<file path="src/ctrh_pkg.sv">
// ----------------------------------------------------------------------------
// CTAPHID response reassembler package
// Word types and protocol constants shared by the reassembler modules.
// ----------------------------------------------------------------------------
package ctrh_pkg;

    localparam logic       C_KIND_ARM        = 1'b0;
    localparam logic       C_KIND_BYTE       = 1'b1;

    localparam logic [6:0] C_CMD_KEEPALIVE   = 7'h3B;
    localparam logic [6:0] C_CMD_ERROR       = 7'h3F;
    localparam logic [7:0] C_ERR_INVALID_SEQ = 8'h04;
    localparam logic [7:0] C_SEQ_EXPECT_INIT = 8'hFF;
    localparam logic [7:0] C_MAX_SEQUENCE    = 8'd128;
    localparam logic [15:0] C_COUNT_MAX      = 16'hFFFF;

    typedef struct packed {
        logic        kind;
        logic [31:0] channel;
        logic [7:0]  data_byte;
        logic        report_end;
    } t_in_word;

    typedef struct packed {
        logic [6:0]  command;
        logic [15:0] message_length;
        logic [7:0]  payload_byte;
        logic        message_done;
        logic        seq_fault;
    } t_out_word;

    typedef struct packed {
        logic      has_result;
        t_out_word result;
    } t_step;

endpackage

</file>
<file path="src/ctaphid_response_reassembler.sv">
// ----------------------------------------------------------------------------
// CTAPHID response reassembler
// Rebuilds a CTAPHID response from report bytes, one word per cycle unstalled.
// ----------------------------------------------------------------------------
// The input channel carries arm words, which name the channel of the request
// just sent, and report bytes with an end-of-report flag. The output channel
// carries one word per payload byte, plus a done word or an error word.
// An accepted word is held in the input register and handled once the result
// register is free or being emptied; its result is then registered in the
// result register and shown on the output. Throughput is one word per
// cycle while the receiver does not stall, set by the single pass through
// the reassembly core. Words that give no result simply leave no output.
// When the receiver stalls, the result register holds its word and the
// input register fills, after which the input is stalled as well.
// Reset clears both registers and all reassembly state: the block is
// unarmed and expects an initialisation packet.
// ----------------------------------------------------------------------------
module ctaphid_response_reassembler #(
    parameter int REPORT_BYTES = 64
) (
    input  logic                i_clk,
    input  logic                i_rst_n,
    input  logic                i_in_valid,
    output logic                o_in_stall,
    input  ctrh_pkg::t_in_word  i_in_word,
    output logic                o_out_valid,
    input  logic                i_out_stall,
    output ctrh_pkg::t_out_word o_out_word
);
    import ctrh_pkg::*;

    logic     r_in_valid;
    t_in_word r_in_word;
    logic     advance;
    logic     accept;
    t_step    step;

    assign advance    = r_in_valid && (!o_out_valid || !i_out_stall);
    assign o_in_stall = r_in_valid && !advance;
    assign accept     = i_in_valid && !o_in_stall;

    always_ff @(posedge i_clk) begin
        if (!i_rst_n) begin
            r_in_valid <= 1'b0;
        end else if (accept) begin
            r_in_valid <= 1'b1;
        end else if (advance) begin
            r_in_valid <= 1'b0;
        end
    end

    always_ff @(posedge i_clk) begin
        if (accept) begin
            r_in_word <= i_in_word;
        end
    end

    ctrh_core #(
        .REPORT_BYTES(REPORT_BYTES)
    ) u_core (
        .i_clk  (i_clk),
        .i_rst_n(i_rst_n),
        .i_en   (advance),
        .i_word (r_in_word),
        .o_step (step)
    );

    ctrh_out_buf u_out_buf (
        .i_clk  (i_clk),
        .i_rst_n(i_rst_n),
        .i_load (advance),
        .i_step (step),
        .i_stall(i_out_stall),
        .o_valid(o_out_valid),
        .o_word (o_out_word)
    );

endmodule

</file>
<file path="src/ctrh_core.sv">
// ----------------------------------------------------------------------------
// CTAPHID reassembly core
// Holds the running report and message state and handles one word per enabled cycle.
// ----------------------------------------------------------------------------
module ctrh_core #(
    parameter int REPORT_BYTES = 64
) (
    input  logic              i_clk,
    input  logic              i_rst_n,
    input  logic              i_en,
    input  ctrh_pkg::t_in_word i_word,
    output ctrh_pkg::t_step   o_step
);
    import ctrh_pkg::*;

    localparam int PW = $clog2(REPORT_BYTES + 1);
    localparam logic [PW-1:0] P_POS_CMD  = PW'(4);
    localparam logic [PW-1:0] P_POS_LENH = PW'(5);
    localparam logic [PW-1:0] P_POS_DATA = PW'(7);
    localparam logic [PW-1:0] P_POS_LIM  = PW'(REPORT_BYTES);

    logic          r_armed, n_armed;
    logic [31:0]   r_chan, n_chan;
    logic [PW-1:0] r_pos, n_pos;
    logic [7:0]    r_seq, n_seq;
    logic [6:0]    r_cmd, n_cmd;
    logic [15:0]   r_len, n_len;
    logic [15:0]   r_cnt, n_cnt;
    logic          r_skip, n_skip;

    logic [7:0]    want;
    logic [15:0]   cnt_inc;
    logic          skip_eff;
    logic          fault;
    logic          done;
    logic [7:0]    b;

    always_comb begin
        case (r_pos[1:0])
            2'd0:    want = r_chan[31:24];
            2'd1:    want = r_chan[23:16];
            2'd2:    want = r_chan[15:8];
            default: want = r_chan[7:0];
        endcase
    end

    assign b       = i_word.data_byte;
    assign cnt_inc = (r_cnt != C_COUNT_MAX) ? r_cnt + 16'd1 : r_cnt;

    always_comb begin
        n_armed  = r_armed;
        n_chan   = r_chan;
        n_pos    = r_pos;
        n_seq    = r_seq;
        n_cmd    = r_cmd;
        n_len    = r_len;
        n_cnt    = r_cnt;
        n_skip   = r_skip;
        skip_eff = r_skip || !r_armed;
        fault    = 1'b0;
        done     = 1'b0;
        o_step   = '0;

        if (i_word.kind == C_KIND_ARM) begin
            n_armed = 1'b1;
            n_chan  = i_word.channel;
            n_seq   = C_SEQ_EXPECT_INIT;
            n_cmd   = '0;
            n_len   = '0;
            n_cnt   = '0;
            if (r_pos != '0) begin
                n_skip = 1'b1;
            end
        end else begin
            n_skip = skip_eff;
            if (skip_eff) begin
                n_skip = 1'b1;
            end else if (r_pos < P_POS_CMD) begin
                if (b != want) begin
                    n_skip = 1'b1;
                end
            end else if (r_pos == P_POS_CMD) begin
                if (b[7]) begin
                    if (r_seq != C_SEQ_EXPECT_INIT && r_cmd != C_CMD_KEEPALIVE) begin
                        fault = 1'b1;
                    end else begin
                        n_cmd = b[6:0];
                        n_seq = '0;
                        n_cnt = '0;
                        n_len = '0;
                    end
                end else if (b == r_seq && r_seq < C_MAX_SEQUENCE) begin
                    n_seq = r_seq + 8'd1;
                end else begin
                    fault = 1'b1;
                end
            end else if (r_pos < P_POS_DATA && r_seq == '0) begin
                if (r_pos == P_POS_LENH) begin
                    n_len = {b, r_len[7:0]};
                end else begin
                    n_len = {r_len[15:8], b};
                end
            end else if (r_pos < P_POS_LIM) begin
                n_cnt = cnt_inc;
                done  = i_word.report_end && (cnt_inc >= r_len);
                o_step.has_result           = 1'b1;
                o_step.result.command       = r_cmd;
                o_step.result.message_length = r_len;
                o_step.result.payload_byte  = b;
                o_step.result.message_done  = done;
            end else if (i_word.report_end && r_cnt >= r_len) begin
                done = 1'b1;
                o_step.has_result           = 1'b1;
                o_step.result.command       = r_cmd;
                o_step.result.message_length = r_len;
                o_step.result.message_done  = 1'b1;
            end

            if (fault) begin
                n_cmd   = C_CMD_ERROR;
                n_len   = 16'd1;
                n_cnt   = 16'd1;
                n_armed = 1'b0;
                n_skip  = 1'b1;
                o_step.has_result            = 1'b1;
                o_step.result.command        = C_CMD_ERROR;
                o_step.result.message_length = 16'd1;
                o_step.result.payload_byte   = C_ERR_INVALID_SEQ;
                o_step.result.message_done   = 1'b1;
                o_step.result.seq_fault      = 1'b1;
            end else if (done && r_cmd != C_CMD_KEEPALIVE) begin
                n_armed = 1'b0;
            end

            if (i_word.report_end) begin
                n_pos  = '0;
                n_skip = 1'b0;
            end else if (r_pos < P_POS_LIM) begin
                n_pos = r_pos + PW'(1);
            end
        end
    end

    always_ff @(posedge i_clk) begin
        if (!i_rst_n) begin
            r_armed <= 1'b0;
            r_chan  <= '0;
            r_pos   <= '0;
            r_seq   <= C_SEQ_EXPECT_INIT;
            r_cmd   <= '0;
            r_len   <= '0;
            r_cnt   <= '0;
            r_skip  <= 1'b0;
        end else if (i_en) begin
            r_armed <= n_armed;
            r_chan  <= n_chan;
            r_pos   <= n_pos;
            r_seq   <= n_seq;
            r_cmd   <= n_cmd;
            r_len   <= n_len;
            r_cnt   <= n_cnt;
            r_skip  <= n_skip;
        end
    end

endmodule

</file>
<file path="src/ctrh_out_buf.sv">
// ----------------------------------------------------------------------------
// CTAPHID result register
// Holds one result word until the receiver takes it.
// ----------------------------------------------------------------------------
module ctrh_out_buf (
    input  logic               i_clk,
    input  logic               i_rst_n,
    input  logic               i_load,
    input  ctrh_pkg::t_step    i_step,
    input  logic               i_stall,
    output logic               o_valid,
    output ctrh_pkg::t_out_word o_word
);
    import ctrh_pkg::*;

    logic      r_valid;
    t_out_word r_word;

    always_ff @(posedge i_clk) begin
        if (!i_rst_n) begin
            r_valid <= 1'b0;
        end else if (i_load) begin
            r_valid <= i_step.has_result;
        end else if (!i_stall) begin
            r_valid <= 1'b0;
        end
    end

    always_ff @(posedge i_clk) begin
        if (i_load && i_step.has_result) begin
            r_word <= i_step.result;
        end
    end

    assign o_valid = r_valid;
    assign o_word  = r_word;

endmodule

</file>
<file path="config.mk">
export PLATFORM = sky130hd
export DESIGN_NAME = ctaphid_response_reassembler
export DESIGN_NICKNAME = d
export VERILOG_FILES = /design/src/ctrh_pkg.sv /design/src/ctaphid_response_reassembler.sv /design/src/ctrh_core.sv /design/src/ctrh_out_buf.sv
export SDC_FILE = /design/constraint.sdc
export NUM_CORES = 1
export LEC_CHECK = 0
export ABC_AREA = 1
export BUFFER_PORTS_ARGS = -buffer_cell sky130_fd_sc_hd__buf_2
export CAP_MARGIN = 20
export CORE_UTILIZATION = 30
export DETAILED_ROUTE_END_ITERATION = 10
export SYNTH_ARGS = -nofsm -noshare
export SYNTH_HDL_FRONTEND = slang
export SYNTH_SLANG_ARGS = --single-unit
</file>
<file path="constraint.sdc">
create_clock -name i_clk -period 4 [get_ports i_clk]
set_input_delay 0.2 -clock i_clk [delete_from_list [all_inputs] [get_ports i_clk]]
set_output_delay 0.2 -clock i_clk [all_outputs]
set_load 0.02 [all_outputs]
</file>
==> reports/metrics.yaml <==
die:
  design.portCount: 81
  floorplan.rows: 59
  design.core.area_mm2: 0.0264
  die_area_mm2: 0.0278
  dieHeight_um: 167
  die_width_um: 167
  start_util_pct: 30.9
routing:
  routedWlPerCell_um: 15.0
  routed_wire_length_um: 21500
  vias: 6909
  drt_first_pass_iters: 5
  detailed_route_vias_per_instance: 4.82
  drtIter0Drc: 557
  drc: 0
  final_antenna_net_count: 0
setup_path:
  critPathRequiredTime_ns: 4.29
  critical_path.endpoint_type: "flop"
  worst_path_max_delay_cell: "dfxtp_1"
  critical_path_buf_inv_count: 2
  path_delay_family: "simple AND/OR/NAND/NOR gates"
  timing.critical_path.to: "u_core.r_armed"
  critical_path_depth: 19
  rr_endpoint: "u_core.r_armed"
  crit_path_frequent_cell: "nand2_1"
  timing.critical_path.from: "u_core.r_cnt[0]"
  crit_type: "reg2reg"
  timing.critical_path.arrival_ns: 3.48
  critical_path.max_fanout: 22
  ff2ff_path_depth: 19
  worst-r2r-setup-slack_ns: 0.82
  worst_path_largest_cell_delay_ns: 0.42
  timing.critical_path.cells: "ha_1 -> inv_1 -> nor3_2 -> nand2_1 -> nor2_2 -> inv_1 -> nand2_1 -> ha_1 -> nand4_1 -> nor3_1 -> nand3_1 -> nand3_1 -> nand2_1 -> nand2_1 -> nand3_1 -> nand2_1 -> nand2_1 -> nand2_1 -> a21oi_1"
  category_of_the_worst_setup_path_launch_point: "flop"
  r2r-start: "u_core.r_cnt[0]"
finish:
  final_layout_size_suffix_gt1_share_pct: 13.8
  fillCellCount: 2657
  layout_common_cells: "nand2_1, nor2_1, inv_1"
  multiInputGateArea_mm2: 0.00349
  synthToLayoutAreaGrowth_pct: 22.1
  antenna-diode-count: 0
  finalNetCount: 1170
  sequential_cell_area_mm2: 0.00405
  layout_commonest_cell: "nand2_1"
clock_tree:
  ctsRootBufferMaster: "clkbuf_16"
  post_cts_buffers: 0
  postCtsHoldBufs: 42
  tritoncts.num_buffers: 17
  cts.clk_slew.worst_paths_ns: 0.07
  postCtsResizedCells: 0
  cts_num_sinks: 165
  cts_tree: "yes"
  clk-insertion-delay-late_ns: 0.44
  h-tree-depth: 4
  clock_tree.buffer_depth: 2
global_routing:
  groute.usage.overall_pct: 15.8
  grt_antenna_before_repair: 0
  largest_net_degree_at_the_start_of_global_routing: 58
  grt_pass1_wl_um: 34600
  gr-total-overflow: 0
  grt_pass1_vias: 6602
timing:
  finalSetupViolCount: 0
  skew_ns: 0.0151
  finalHoldViolCount: 0
  tightest_slew_ns: 0.760
  timing.fmax_ghz: 0.314
  timing.slew.headroom_pct: 49.2
  rsz0062_at_grt: "false"
  post_route_clock_period_utilization_pct: 79.6
  final_max_slew_viol_count: 0
  finalSetupTns_ns: 0
  layout_min_cycle_time_ns: 3.18
logic_synthesis:
  ys_dominant_reg_cell: "dfxtp_1"
  syn_area_mm2: 0.00814
  synth-async-reset-ratio_pct: 0
  simple_gate_portion_of_the_synthesized_area_pct: 21.8
  yosys_register_bits: 165
  synth_area_leader_cell: "edfxtp_1"
  postSynthNetCount: 1050
  synth-seq-area-share_pct: 49.8
  synth_area_leaders: "edfxtp_1, dfxtp_1, nand2_1, ha_1, nor2_1"
  synthCells: 965
  synth_area_per_cell_um2: 8.43
  synth_xor_xnor_area_share_pct: 2.15
  synth_largest_type_area_fraction_pct: 27.7
  synth-compound-area-share_pct: 12.9
  synth_edf_count: 75
  number_of_library_cell_types_mapped_by_synthesis: 40
  synth.yosys.warnings: 0
  post_synth_fa_ha_maj_area_fraction_pct: 6.00
  synth_mux_area_share_pct: 0
  combinational_family_with_the_most_area_after_synthesis: "simple AND/OR/NAND/NOR gates"
placement:
  port_bufs: 80
  dp_hpwl_um: 14800
  place.gp.congestion: 0.933
power:
  power.ir.vdd_worst_uv: 247
  fin_total_pwr_w: 0.00388
  power_density_mw_per_mm2: 390
  p_leak_nw: 4.03
min_path:
  worst_hold_path_type: "in2reg"
run_status:
  run_status: "completed"
job:
  max-cap-violations: 0
==> synth_stat cells, types with 3 or more instances <==
library cell  instances
buf_2                 6
a211oi_1              4
clkbuf_1             22
nor3_1               27
edfxtp_1             75
inv_2                 6
o211ai_1              7
ha_1                 39
nor2_1              126
o221ai_1              7
nor4_1                6
nand3_2               3
nand4_1              33
xor2_1               19
nand2_1             156
nand3_1              25
nor2_2                7
inv_1               114
a21oi_1              93
o21ai_0              70
dfxtp_1              90
nand2_2               4
==> where the power goes <==
part | internal [W] | switching (W) | leakage (nW)
sequential | 0.00183 | 0.0000403 | 1.38
combinational | 0.000122 | 0.000205 | 2.36
clock | 0.000857 | 0.000829 | 0.299
==> worst min path at each step <==
stage,start,end,slack (ns),cells after the start
after floorplan,i_in_word[0],r_in_word[0],0.30,0
after global placement,i_in_word[19],r_in_word[19],0.38,1
after detailed placement,i_in_word[18],r_in_word[18],0.38,1
after CTS,i_in_valid,r_in_valid,0.04,3
after global routing,i_in_valid,r_in_valid,0.08,3
final,i_in_valid,r_in_valid,0.05,3
==> routing by layer <==
metal | part of all wire (%) | wire length [um] | track usage (%) | vias up
met5 | 0 | 0 | 0 | -
met4 | 1.1 | 240 | 5.31 | 0
met3 | 5.0 | 1080 | 2.85 | 18
met2 | 47 | 10000 | 25.9 | 230
met1 | 47 | 10100 | 21.0 | 3150
li1 | - | - | - | 3511
==> flip-flops by register name, summed over array words and instances (netlist names) <==
name,count
u_core.r_cnt,16
u_core.r_len,16
u_core.r_armed,1
u_out_buf.o_valid,1
u_core.r_seq,8
u_core.r_pos,7
u_core.r_cmd,7
u_core.r_chan,32
u_out_buf.o_word,33
u_core.r_skip,1
r_in_valid,1
r_in_word,42
==> cells by family (layout without fill, tap and decap cells) <==
group	after synthesis	after routing
xor+xnor	20	20
buf+inv	153	286
compound gates	193	193
simple gates	395	395
flops	165	165
fa+ha+maj	39	39
==> cell type report <==
type	instances	area share (%)
Tap cell	335	4.22
Inverter	121	4.57
Multi-Input combinational cell	647	35.1
Clock buffer	17	4.28
Clock inverter	15	1.93
Timing Repair Buffer	133	9.09
Sequential cell	165	40.8
==> worst reg2reg max path, stage by stage, from the launching register on <==
cell	delay [ns]
dfxtp_1	0.42
ha_1	0.26
inv_1	0.09
nor3_2	0.21
nand2_1	0.15
nor2_2	0.21
inv_1	0.33
nand2_1	0.18
ha_1	0.18
nand4_1	0.10
nor3_1	0.25
nand3_1	0.12
nand3_1	0.11
nand2_1	0.06
nand2_1	0.07
nand3_1	0.07
nand2_1	0.08
nand2_1	0.04
nand2_1	0.05
a21oi_1	0.05
==> metrics by stage <==
step	hold WS (ns)	worst slack [ns]	instances	util, %	instance area (um2)
2_1_floorplan	0.299	1.24	965	-	8140
5_1_grt	0.0798	0.466	1433	37.7	9930
6_report	0.0513	0.818	1433	37.7	9930
3_3_place_gp	0.376	0.842	1359	33.8	8900
4_1_cts	0.0414	0.813	1433	37.7	9930
3_5_place_dp	0.378	0.824	1359	33.8	8900
Note: power is estimated with default switching activity, not from simulation.
